**src/design/spq_pkg.sv**
```systemverilog
// Shared definitions for the stable priority queue unit.
// Holds default sizes, command and status codes and the cell select type.
// No dependencies.
package spq_pkg;

  localparam int DEF_CAPACITY       = 16;
  localparam int DEF_VALUE_WIDTH    = 16;
  localparam int DEF_PRIORITY_WIDTH = 8;

  localparam int CMD_WIDTH    = 2;
  localparam int STATUS_WIDTH = 2;

  localparam logic [CMD_WIDTH-1:0] CMD_NOP     = 2'd0;
  localparam logic [CMD_WIDTH-1:0] CMD_ENQUEUE = 2'd1;
  localparam logic [CMD_WIDTH-1:0] CMD_DEQUEUE = 2'd2;

  localparam logic [STATUS_WIDTH-1:0] ST_OK    = 2'd0;
  localparam logic [STATUS_WIDTH-1:0] ST_FULL  = 2'd1;
  localparam logic [STATUS_WIDTH-1:0] ST_EMPTY = 2'd2;

  // Where a cell takes its next contents from.
  typedef enum logic [1:0] {
    SEL_HOLD,
    SEL_NEW,
    SEL_LEFT,
    SEL_RIGHT
  } cell_sel_t;

endpackage

```
**src/design/spq_cell.sv**
```systemverilog
// One slot of the sorted queue chain: an entry register, its next-value
// mux and the priority compare against the incoming entry.
// Depends on spq_pkg.
module spq_cell #(
  parameter int VALUE_WIDTH    = spq_pkg::DEF_VALUE_WIDTH,
  parameter int PRIORITY_WIDTH = spq_pkg::DEF_PRIORITY_WIDTH
) (
  input  logic                      clk,
  input  spq_pkg::cell_sel_t        sel,
  input  logic [VALUE_WIDTH-1:0]    new_value,
  input  logic [PRIORITY_WIDTH-1:0] new_priority,
  input  logic [VALUE_WIDTH-1:0]    left_value,
  input  logic [PRIORITY_WIDTH-1:0] left_priority,
  input  logic [VALUE_WIDTH-1:0]    right_value,
  input  logic [PRIORITY_WIDTH-1:0] right_priority,
  output logic [VALUE_WIDTH-1:0]    value_r,
  output logic [PRIORITY_WIDTH-1:0] priority_r,
  output logic [VALUE_WIDTH-1:0]    value_nxt,
  output logic [PRIORITY_WIDTH-1:0] priority_nxt,
  output logic                      above_new
);

  // A stored entry with equal priority stays ahead of the new one.
  assign above_new = priority_r > new_priority;

  always_comb begin
    case (sel)
      spq_pkg::SEL_NEW: begin
        value_nxt    = new_value;
        priority_nxt = new_priority;
      end
      spq_pkg::SEL_LEFT: begin
        value_nxt    = left_value;
        priority_nxt = left_priority;
      end
      spq_pkg::SEL_RIGHT: begin
        value_nxt    = right_value;
        priority_nxt = right_priority;
      end
      default: begin
        value_nxt    = value_r;
        priority_nxt = priority_r;
      end
    endcase
  end

  always_ff @(posedge clk) begin
    value_r    <= value_nxt;
    priority_r <= priority_nxt;
  end

endmodule

```
**src/design/stable_priority_queue_unit.sv**
```systemverilog
// Top level of the stable priority queue: a chain of cells plus the fill
// count, the per-cell control and the registered result word.
// Depends on spq_pkg and spq_cell.
//
// The queue keeps up to CAPACITY entries sorted by priority in a row of
// cells, lowest priority number in cell 0. Entries of equal priority leave in
// arrival order. Every input word carries a command in in_tuser (nop, enqueue
// or dequeue of the front entry) and produces exactly one result word that
// describes the queue after the command: front entry, empty flag, entry count
// and a status. An enqueue on a full queue is refused with status full and a
// dequeue on an empty queue is ignored with status empty; command code 3 acts
// as a nop. For each accepted word all cells compare their priority with
// the incoming one in parallel and either load the new entry, shift one place
// toward the back, shift one place toward the front or hold. The result is
// registered and appears the cycle after the input word is accepted. A new
// word is accepted whenever the result register is empty or its word is
// being taken in the same cycle, so one word per cycle is sustained while the
// output side keeps out_tready high. Cells beyond the fill count hold stale
// data and are never shown; there is no clearing pass after reset.
module stable_priority_queue_unit #(
  parameter int CAPACITY       = spq_pkg::DEF_CAPACITY,
  parameter int VALUE_WIDTH    = spq_pkg::DEF_VALUE_WIDTH,
  parameter int PRIORITY_WIDTH = spq_pkg::DEF_PRIORITY_WIDTH,
  localparam int CW     = $clog2(CAPACITY + 1),
  localparam int IN_DW  = ((VALUE_WIDTH + PRIORITY_WIDTH + 7) / 8) * 8,
  localparam int OUT_DW = ((VALUE_WIDTH + PRIORITY_WIDTH + 1 + CW + 7) / 8) * 8
) (
  input  logic                             clk,
  input  logic                             rst_n,
  input  logic                             in_tvalid,
  output logic                             in_tready,
  // Fields from bit 0: item_value, item_priority, zero fill.
  input  logic [IN_DW-1:0]                 in_tdata,
  // Fields from bit 0: command.
  input  logic [spq_pkg::CMD_WIDTH-1:0]    in_tuser,
  output logic                             out_tvalid,
  input  logic                             out_tready,
  // Fields from bit 0: front_value, front_priority, queue_empty,
  // entry_count, zero fill.
  output logic [OUT_DW-1:0]                out_tdata,
  // Fields from bit 0: status.
  output logic [spq_pkg::STATUS_WIDTH-1:0] out_tuser
);

  localparam int PAD = OUT_DW - (VALUE_WIDTH + PRIORITY_WIDTH + 1 + CW);

  logic                      in_fire;
  logic [VALUE_WIDTH-1:0]    new_value;
  logic [PRIORITY_WIDTH-1:0] new_priority;
  logic [spq_pkg::CMD_WIDTH-1:0] cmd;

  logic [CW-1:0] count_r, count_nxt;
  logic          out_valid_r, out_valid_nxt;
  logic [OUT_DW-1:0] out_data_r, out_data_nxt;
  logic [spq_pkg::STATUS_WIDTH-1:0] out_status_r, out_status_nxt;
  logic [spq_pkg::STATUS_WIDTH-1:0] status;

  logic do_enqueue, do_dequeue, is_full, is_empty;

  logic [VALUE_WIDTH-1:0]    cell_value   [CAPACITY];
  logic [PRIORITY_WIDTH-1:0] cell_priority[CAPACITY];
  logic [VALUE_WIDTH-1:0]    cell_value_nxt   [CAPACITY];
  logic [PRIORITY_WIDTH-1:0] cell_priority_nxt[CAPACITY];
  logic [CAPACITY-1:0]       above;
  logic [CAPACITY-1:0]       occupied;
  spq_pkg::cell_sel_t        sel [CAPACITY];

  logic [VALUE_WIDTH-1:0]    front_value;
  logic [PRIORITY_WIDTH-1:0] front_priority;
  logic                      queue_empty;

  assign in_tready    = !out_valid_r || out_tready;
  assign in_fire      = in_tvalid && in_tready;
  assign new_value    = in_tdata[VALUE_WIDTH-1:0];
  assign new_priority = in_tdata[VALUE_WIDTH +: PRIORITY_WIDTH];
  assign cmd          = in_tuser;

  assign is_full    = count_r == CW'(CAPACITY);
  assign is_empty   = count_r == '0;
  assign do_enqueue = in_fire && (cmd == spq_pkg::CMD_ENQUEUE) && !is_full;
  assign do_dequeue = in_fire && (cmd == spq_pkg::CMD_DEQUEUE) && !is_empty;

  always_comb begin
    if (cmd == spq_pkg::CMD_ENQUEUE && is_full) begin
      status = spq_pkg::ST_FULL;
    end else if (cmd == spq_pkg::CMD_DEQUEUE && is_empty) begin
      status = spq_pkg::ST_EMPTY;
    end else begin
      status = spq_pkg::ST_OK;
    end
  end

  // Per-cell control. Stored priorities are sorted, so the cells above the
  // new priority form one run at the back of the occupied part; the new
  // entry lands at the first cell that is above it or not occupied.
  always_comb begin
    for (int i = 0; i < CAPACITY; i++) begin
      occupied[i] = CW'(i) < count_r;
    end
    for (int i = 0; i < CAPACITY; i++) begin
      sel[i] = spq_pkg::SEL_HOLD;
      if (do_enqueue) begin
        if (i == 0) begin
          if (above[i] || !occupied[i]) sel[i] = spq_pkg::SEL_NEW;
        end else if (occupied[i-1] && above[i-1]) begin
          sel[i] = spq_pkg::SEL_LEFT;
        end else if (occupied[i-1] && (above[i] || !occupied[i])) begin
          sel[i] = spq_pkg::SEL_NEW;
        end
      end else if (do_dequeue) begin
        sel[i] = spq_pkg::SEL_RIGHT;
      end
    end
  end

  for (genvar g = 0; g < CAPACITY; g++) begin : g_cell
    logic [VALUE_WIDTH-1:0]    lv, rv;
    logic [PRIORITY_WIDTH-1:0] lp, rp;
    if (g == 0) begin : g_first
      assign lv = cell_value[g];
      assign lp = cell_priority[g];
    end else begin : g_mid_l
      assign lv = cell_value[g-1];
      assign lp = cell_priority[g-1];
    end
    if (g == CAPACITY - 1) begin : g_last
      assign rv = cell_value[g];
      assign rp = cell_priority[g];
    end else begin : g_mid_r
      assign rv = cell_value[g+1];
      assign rp = cell_priority[g+1];
    end
    spq_cell #(
      .VALUE_WIDTH   (VALUE_WIDTH),
      .PRIORITY_WIDTH(PRIORITY_WIDTH)
    ) u_cell (
      .clk           (clk),
      .sel           (sel[g]),
      .new_value     (new_value),
      .new_priority  (new_priority),
      .left_value    (lv),
      .left_priority (lp),
      .right_value   (rv),
      .right_priority(rp),
      .value_r       (cell_value[g]),
      .priority_r    (cell_priority[g]),
      .value_nxt     (cell_value_nxt[g]),
      .priority_nxt  (cell_priority_nxt[g]),
      .above_new     (above[g])
    );
  end

  always_comb begin
    count_nxt = count_r;
    if (do_enqueue) begin
      count_nxt = count_r + CW'(1);
    end else if (do_dequeue) begin
      count_nxt = count_r - CW'(1);
    end
  end

  // The result describes the queue after the command, so it is built from
  // the count and front cell as they will be after this edge.
  assign queue_empty    = count_nxt == '0;
  assign front_value    = queue_empty ? '0 : cell_value_nxt[0];
  assign front_priority = queue_empty ? '0 : cell_priority_nxt[0];

  always_comb begin
    out_valid_nxt  = out_valid_r;
    out_data_nxt   = out_data_r;
    out_status_nxt = out_status_r;
    if (out_valid_r && out_tready) begin
      out_valid_nxt = 1'b0;
    end
    if (in_fire) begin
      out_valid_nxt  = 1'b1;
      out_data_nxt   = {{PAD{1'b0}}, count_nxt, queue_empty, front_priority, front_value};
      out_status_nxt = status;
    end
  end

  always_ff @(posedge clk) begin
    if (!rst_n) begin
      count_r     <= '0;
      out_valid_r <= 1'b0;
    end else begin
      count_r     <= count_nxt;
      out_valid_r <= out_valid_nxt;
    end
    out_data_r   <= out_data_nxt;
    out_status_r <= out_status_nxt;
  end

  assign out_tvalid = out_valid_r;
  assign out_tdata  = out_data_r;
  assign out_tuser  = out_status_r;

endmodule
```
**config.mk**
```make
export PLATFORM = sky130hd
export DESIGN_NAME = stable_priority_queue_unit
export DESIGN_NICKNAME = d
export VERILOG_FILES = /design/src/design/spq_pkg.sv /design/src/design/spq_cell.sv /design/src/design/stable_priority_queue_unit.sv
export SDC_FILE = /design/constraint.sdc
export NUM_CORES = 1
export LEC_CHECK = 0
export BUFFER_PORTS_ARGS = -buffer_cell sky130_fd_sc_hd__buf_2
export CAP_MARGIN = 20
export CORE_MARGIN = 2
export CORE_UTILIZATION = 63
export DETAILED_ROUTE_END_ITERATION = 8
export HOLD_SLACK_MARGIN = 0.03
export PLACE_DENSITY = 0.8
export SYNTH_ARGS = -nofsm -noshare
export SYNTH_HDL_FRONTEND = slang
export SYNTH_SLANG_ARGS = --single-unit
```
**constraint.sdc**
```tcl
create_clock -name clk -period 5.6 [get_ports clk]
set_input_delay 0.84 -clock clk [delete_from_list [all_inputs] [get_ports clk]]
set_output_delay 0.84 -clock clk [all_outputs]
set_load 0.02 [all_outputs]
```
==> results of run 1 <==
-- stage by stage --
stage,utilization,instances
2_1_floorplan,-,2121
6_report,0.697,2605
5_1_grt,0.697,2605
4_1_cts,0.696,2604
3_3_place_gp,0.659,2521
3_5_place_dp,0.659,2521
-- power groups by stage --
stage / Clock [mW] / Sequential [mW] / Combinational, mW
floorplan: 0 / 3.70 / 0.473
global placement: 0 / 3.70 / 0.684
detailed placement: 0 / 3.71 / 0.719
CTS: 2.89 / 3.64 / 0.725
global route: 2.99 / 3.65 / 0.806
finish: 2.87 / 3.64 / 0.740
-- layout make-up --
cell class / count / share of cell area
Timing Repair Buffer: 123 / 0.0319
Tap cell: 468 / 0.0230
Sequential cell: 422 / 0.486
Clock buffer: 60 / 0.0481
Inverter: 45 / 0.00664
Clock inverter: 23 / 0.00600
Multi-Input combinational cell: 1464 / 0.398
-- layer usage --
layer / GRT usage / vias up
met5: 0 / -
li1: - / 8428
met1: 0.444 / 9216
met2: 0.556 / 1099
met3: 0.0536 / 198
met4: 0.185 / 0
-- how the worst max path moves through the flow --
stage	start	to	slack [ns]	cells past startpoint
after floorplan	in_tdata[17]	g_cell[1].u_cell.priority_r[0]	0.96	8
after global placement	in_tdata[17]	g_cell[7].u_cell.value_r[6]	1.44	10
after detailed placement	in_tdata[22]	g_cell[7].u_cell.value_r[4]	1.21	8
after CTS	count_r[1]	g_cell[7].u_cell.priority_r[7]	1.50	8
after global routing	count_r[1]	g_cell[7].u_cell.priority_r[7]	1.10	8
final	count_r[1]	g_cell[7].u_cell.priority_r[4]	1.36	8
-- worst reg2reg max path, stage by stage, from the launching register on --
cell and delay [ns]:
dfxtp_1 0.78, inv_1 0.19, ha_1 0.25, nand4bb_1 0.25, nand4_1 0.57, a21oi_2 0.55
buf_4 0.34, o21a_1 0.79, o211ai_1 0.23
-- sequential cells by signal (all words and copies together), names as in the netlist --
register and count:
g_cell.u_cell.value_r 256, out_tuser 2, g_cell.u_cell.priority_r 128, out_tdata 30, out_tvalid 1, count_r 5
-- cells by family (layout without fill, tap and decap cells) --
family / after synthesis / count (layout) / synth area share
AOI/OAI and AO/OA: 927 / 927 / 0.273
xor gates and xnor gates: 2 / 2 / 0.000753
adders and majority gates: 133 / 133 / 0.0716
buffers and inverters: 235 / 251 / 0.0401
DFF: 422 / 422 / 0.532
muxes: 17 / 17 / 0.00823
other: 1 / 2 / 0.000161
and+or+nand+nor: 383 / 383 / 0.0738
-- placed cells by master (no fill, tap or decap), types with 15 or more instances in the layout --
master	instances
a21o_1	35
a21oi_1	44
a22o_1	16
a22oi_1	169
buf_2	63
buf_4	57
clkbuf_16	47
dfxtp_1	30
edfxtp_1	392
ha_1	133
inv_1	43
mux2_2	17
nand2_1	244
nand4_1	23
nor2_1	41
nor2b_1	15
o2111ai_1	24
o211ai_1	330
o21a_1	16
o21ai_0	229
==> results.tsv, run 1 <==
metric	value	unit
Post-Syn Area	23300	um2
vias per cell	7.27	
ANT nets after route	0	
setup repair after global routing missed its margin	false	
Leak	8.34	nW
WL final	66.0	mm
register area	12400	um2
Critical Path, Cell by Cell	inv_1, ha_1, nand4bb_1, nand4_1, a21oi_2, buf_4, o21a_1, o211ai_1	
CTS clk-pin slew, worst paths	0.06	ns
headroom to the max-slew limit	0.258	
Post-CTS Hold Buffers	0	
Clock Path Buffers	3	
# IOs	66	
r2r setup slk	1.36	ns
final setup fails	0	
Internal	5.44	mW
asr flop ratio synth	0	
clock power share	0.396	
setup TNS	0	ns
number of synthesized flops with an enable pin	392	
HPWL Detailed	44.7	mm
setup bufs post-CTS	0	
area of the multi-input gates	10100	um2
initial antenna violation count	0	
CP Data Required Time	5.89	ns
PD cells	285	nW/um2
total length of routed met2 wires	31.4	mm
largest net degree at the start of global routing	137	
Crit Path Class	reg2reg	
most frequent cell after synthesis	edfxtp_1	
DR iter-0 viols	2085	
max-slew violation count	0	
Setup WS post-layout	1.36	ns
worst-path fanout max	24	
WHS Path Cells	2	
average cell area after synthesis	11.0	um2
diode count	0	
Final Critical Period	4.24	ns
total power draw	7.26	mW
Die Height	196	um
reg2reg path depth	8	
routed length on met3	5.84	mm
YS warnings	0	
pre-CTS setup slack	1.21	ns
Max Used Layer	met4	
reg2reg start	count_r[1]	
Final #Nets	2264	
post-synth cell types	62	
CTS tree	done	
WHS Endpoint	g_cell[0].u_cell.value_r[13]	
initial core utilization	0.637	
Largest delay share family, worst path	compound AO/OA/AOI/OAI gates	
gr usage total	0.342	
Seq pwr share	0.502	
I/O Buffers	63	
Skew-Pair Late Insertion Delay	0.58	ns
synthesized instance count	2120	
register area share after synthesis	0.532	
DIE AREA	38500	um2
status	completed	
crit-path max cell delay	0.78	ns
critical hold path startpoint	g_cell[0].u_cell.value_r[13]	
crit share post-route	0.758	
M1 wire length	25.4	mm
# fillers	2576	
reg2reg end	g_cell[7].u_cell.priority_r[4]	
DP Area	24100	um2
Top FF cell, synth	edfxtp_1	
root buffer cell	clkbuf_16	
Hold/Removal Path Class	reg2reg	
share of cells above drive strength 1	0.109	
Inserted Clock Buffers	45	
first-pass GRT wire length	103	mm
Max rail drop VDD	274	uV
core area	36500	um2
1st-pass router iterations	6	
Fin. Hold Viols	0	
Synth top area share	0.506	
H-tree depth	2	
Setup crit start kind	register	
vias in the first global route	18902	
Sw Share	0.251	
WP buf/inv	2	
critical path endpoint category	register	
hold_ws	0.512	ns
gr ovfl total	0	
WP data arrival	4.53	ns
Net Switching	1.82	mW
synthesis-to-layout area growth	9.46	%
final RePlAce weighted congestion	0.926	
max-cap violation count	0	
Synth area leaders	edfxtp_1 51%, o211ai_1 11%, ha_1 7.2%, a22oi_1 5.5%, o21ai_0 5.1%	
Yosys top cell by area	edfxtp_1	
highest clock rate	0.236	GHz
Layout Skew	0.0158	ns
wire per inst	25.3	um
post-route cell area	25500	um2
DIE WIDTH	196	um
slowest CP cell	dfxtp_1	
synth cell count leaders	392 x edfxtp_1, 330 x o211ai_1, 245 x nand2_1	
Comb power frac	0.102	
Vias	18941	
Rows	70	
DRC Markers	0	
Sink Count	422	
Yosys reg bits	422	
Worst Max-Slew Pin Slew	1.11	ns
Post-CTS Resized	0	
(Power assumes the default switching activity.)
==> run 2: changes to the inputs <==
clock period = 4.23 ns   (was 5.6 ns; I/O delays follow)
==> results.tsv, run 2 (synthesis results as in run 1) <==
metric	value	unit	change
status	completed		
register area	12400	um2	unchanged
critical path endpoint category	register		
headroom to the max-slew limit	0.427		+0.169
setup bufs post-CTS	0		unchanged
Fin. Hold Viols	0		unchanged
non-filler instance count after layout	2629		+0.92%
Final #Nets	2291		+1.2%
hold_ws	0.330	ns	-0.182 ns
largest net degree at the start of global routing	151		+10%
CTS tree	done		
Clock Path Buffers	3		unchanged
Die Height	196	um	unchanged
DIE WIDTH	196	um	unchanged
worst-path fanout max	42		+75%
critical hold path startpoint	rst_n		
synthesis-to-layout area growth	10.1	%	
WL final	64.3	mm	-2.5%
CP Data Required Time	4.52	ns	-1.37 ns
WP data arrival	3.64	ns	-0.89 ns
CTS clk-pin slew, worst paths	0.06	ns	about the same
HPWL Detailed	44.9	mm	+0.31%
Post-CTS Resized	0		unchanged
# fillers	2671		+3.7%
vias in the first global route	18612		-1.5%
Setup crit start kind	register		
ANT nets after route	0		unchanged
vias per cell	7.11		-2.2%
DIE AREA	38500	um2	unchanged
final setup fails	0		unchanged
Leak	8.45	nW	+1.2%
commonest non-fill, non-tap cell in the layout	edfxtp_1		
gr ovfl total	0		unchanged
DR iter-0 viols	1935		-7.2%
final core utilization	0.701		+0.00435
highest clock rate	0.298	GHz	+26%
post-route cell area	25600	um2	+0.62%
initial core utilization	0.637		unchanged
DP Area	24300	um2	+0.84%
I/O Buffers	63		unchanged
wire per inst	24.5	um	-3.4%
Rows	70		unchanged
pre-CTS setup slack	0.514	ns	-0.694 ns
Skew-Pair Late Insertion Delay	0.58	ns	about the same
# IOs	66		unchanged
Setup WS post-layout	0.875	ns	-0.482 ns
PD cells	372	nW/um2	+31%
gr usage total	0.335		-0.00648
1st-pass router iterations	7		+1
Max rail drop VDD	300	uV	+9.4%
diode count	0		unchanged
Vias	18689		-1.3%
first-pass GRT wire length	101	mm	-1.7%
max-cap violation count	0		unchanged
Sink Count	422		unchanged
share of cells above drive strength 1	0.118		+0.00897
final RePlAce weighted congestion	0.910		-1.7%
reg2reg start	count_r[4]		
core area	36500	um2	unchanged
area of the multi-input gates	10100	um2	unchanged
setup TNS	0	ns	unchanged
commonest non-fill, non-tap cells in the layout	392 x edfxtp_1, 330 x o211ai_1, 244 x nand2_1		
max reg flops	256		unchanged
placed cell count	2548		+1.1%
Crit Path Class	reg2reg		
root buffer cell	clkbuf_16		
total power draw	9.53	mW	+31%
Worst setup startpoint	count_r[4]		
H-tree depth	2		unchanged
Worst Max-Slew Pin Slew	0.858	ns	-0.255 ns
initial antenna violation count	0		unchanged
setup repair after global routing missed its margin	false		
max-slew violation count	0		unchanged
Post-CTS Hold Buffers	0		unchanged
crit share post-route	0.793		+0.0355
Layout Skew	0.0147	ns	-0.00110 ns
Inserted Clock Buffers	45		unchanged
Hold/Removal Path Class	in2reg		
Final Critical Period	3.36	ns	-0.888 ns
most flop-heavy register	g_cell.u_cell.value_r		
DRC Markers	0		unchanged
## run 2: critical path, cell delays in order (launching register included)
cell and delay [ns]:
dfxtp_1 0.56, nand4bb_1 0.39, nand4_1 0.60, nor4_2 0.75, buf_4 0.51, o21ai_0 0.21
## run 2: worst paths after layout
kind | to | depth (start not counted) | slack (ns)
hold reg to reg | g_cell[0].u_cell.value_r[14] | 2 | 0.51
hold / removal | count_r[2] | 2 | 0.33
setup reg to reg | g_cell[14].u_cell.value_r[6] | 5 | 0.87
setup / recovery | g_cell[14].u_cell.value_r[6] | 5 | 0.87
## run 2: power breakdown
part           leakage, nW  internal [mW]  switching [mW]  total, mW
clock                0.645           2.12            1.62       3.73
sequential            3.82           4.74          0.0771       4.81
combinational         3.99          0.324           0.666      0.989
## run 2: cell type report
type                            count  area share
Sequential cell                   422       0.483
Multi-Input combinational cell   1464       0.396
Clock inverter                     12     0.00318
Tap cell                          468      0.0229
Inverter                           45     0.00659
Timing Repair Buffer              150      0.0391
Clock buffer                       68      0.0494
## run 2: per-layer routing
layer,vias to the layer above,track usage,routed length (um)
li1,8471,-,-
met1,9060,0.442,25300
met2,981,0.547,30700
met3,177,0.0447,5070
met4,0,0.175,3270
met5,-,0,0
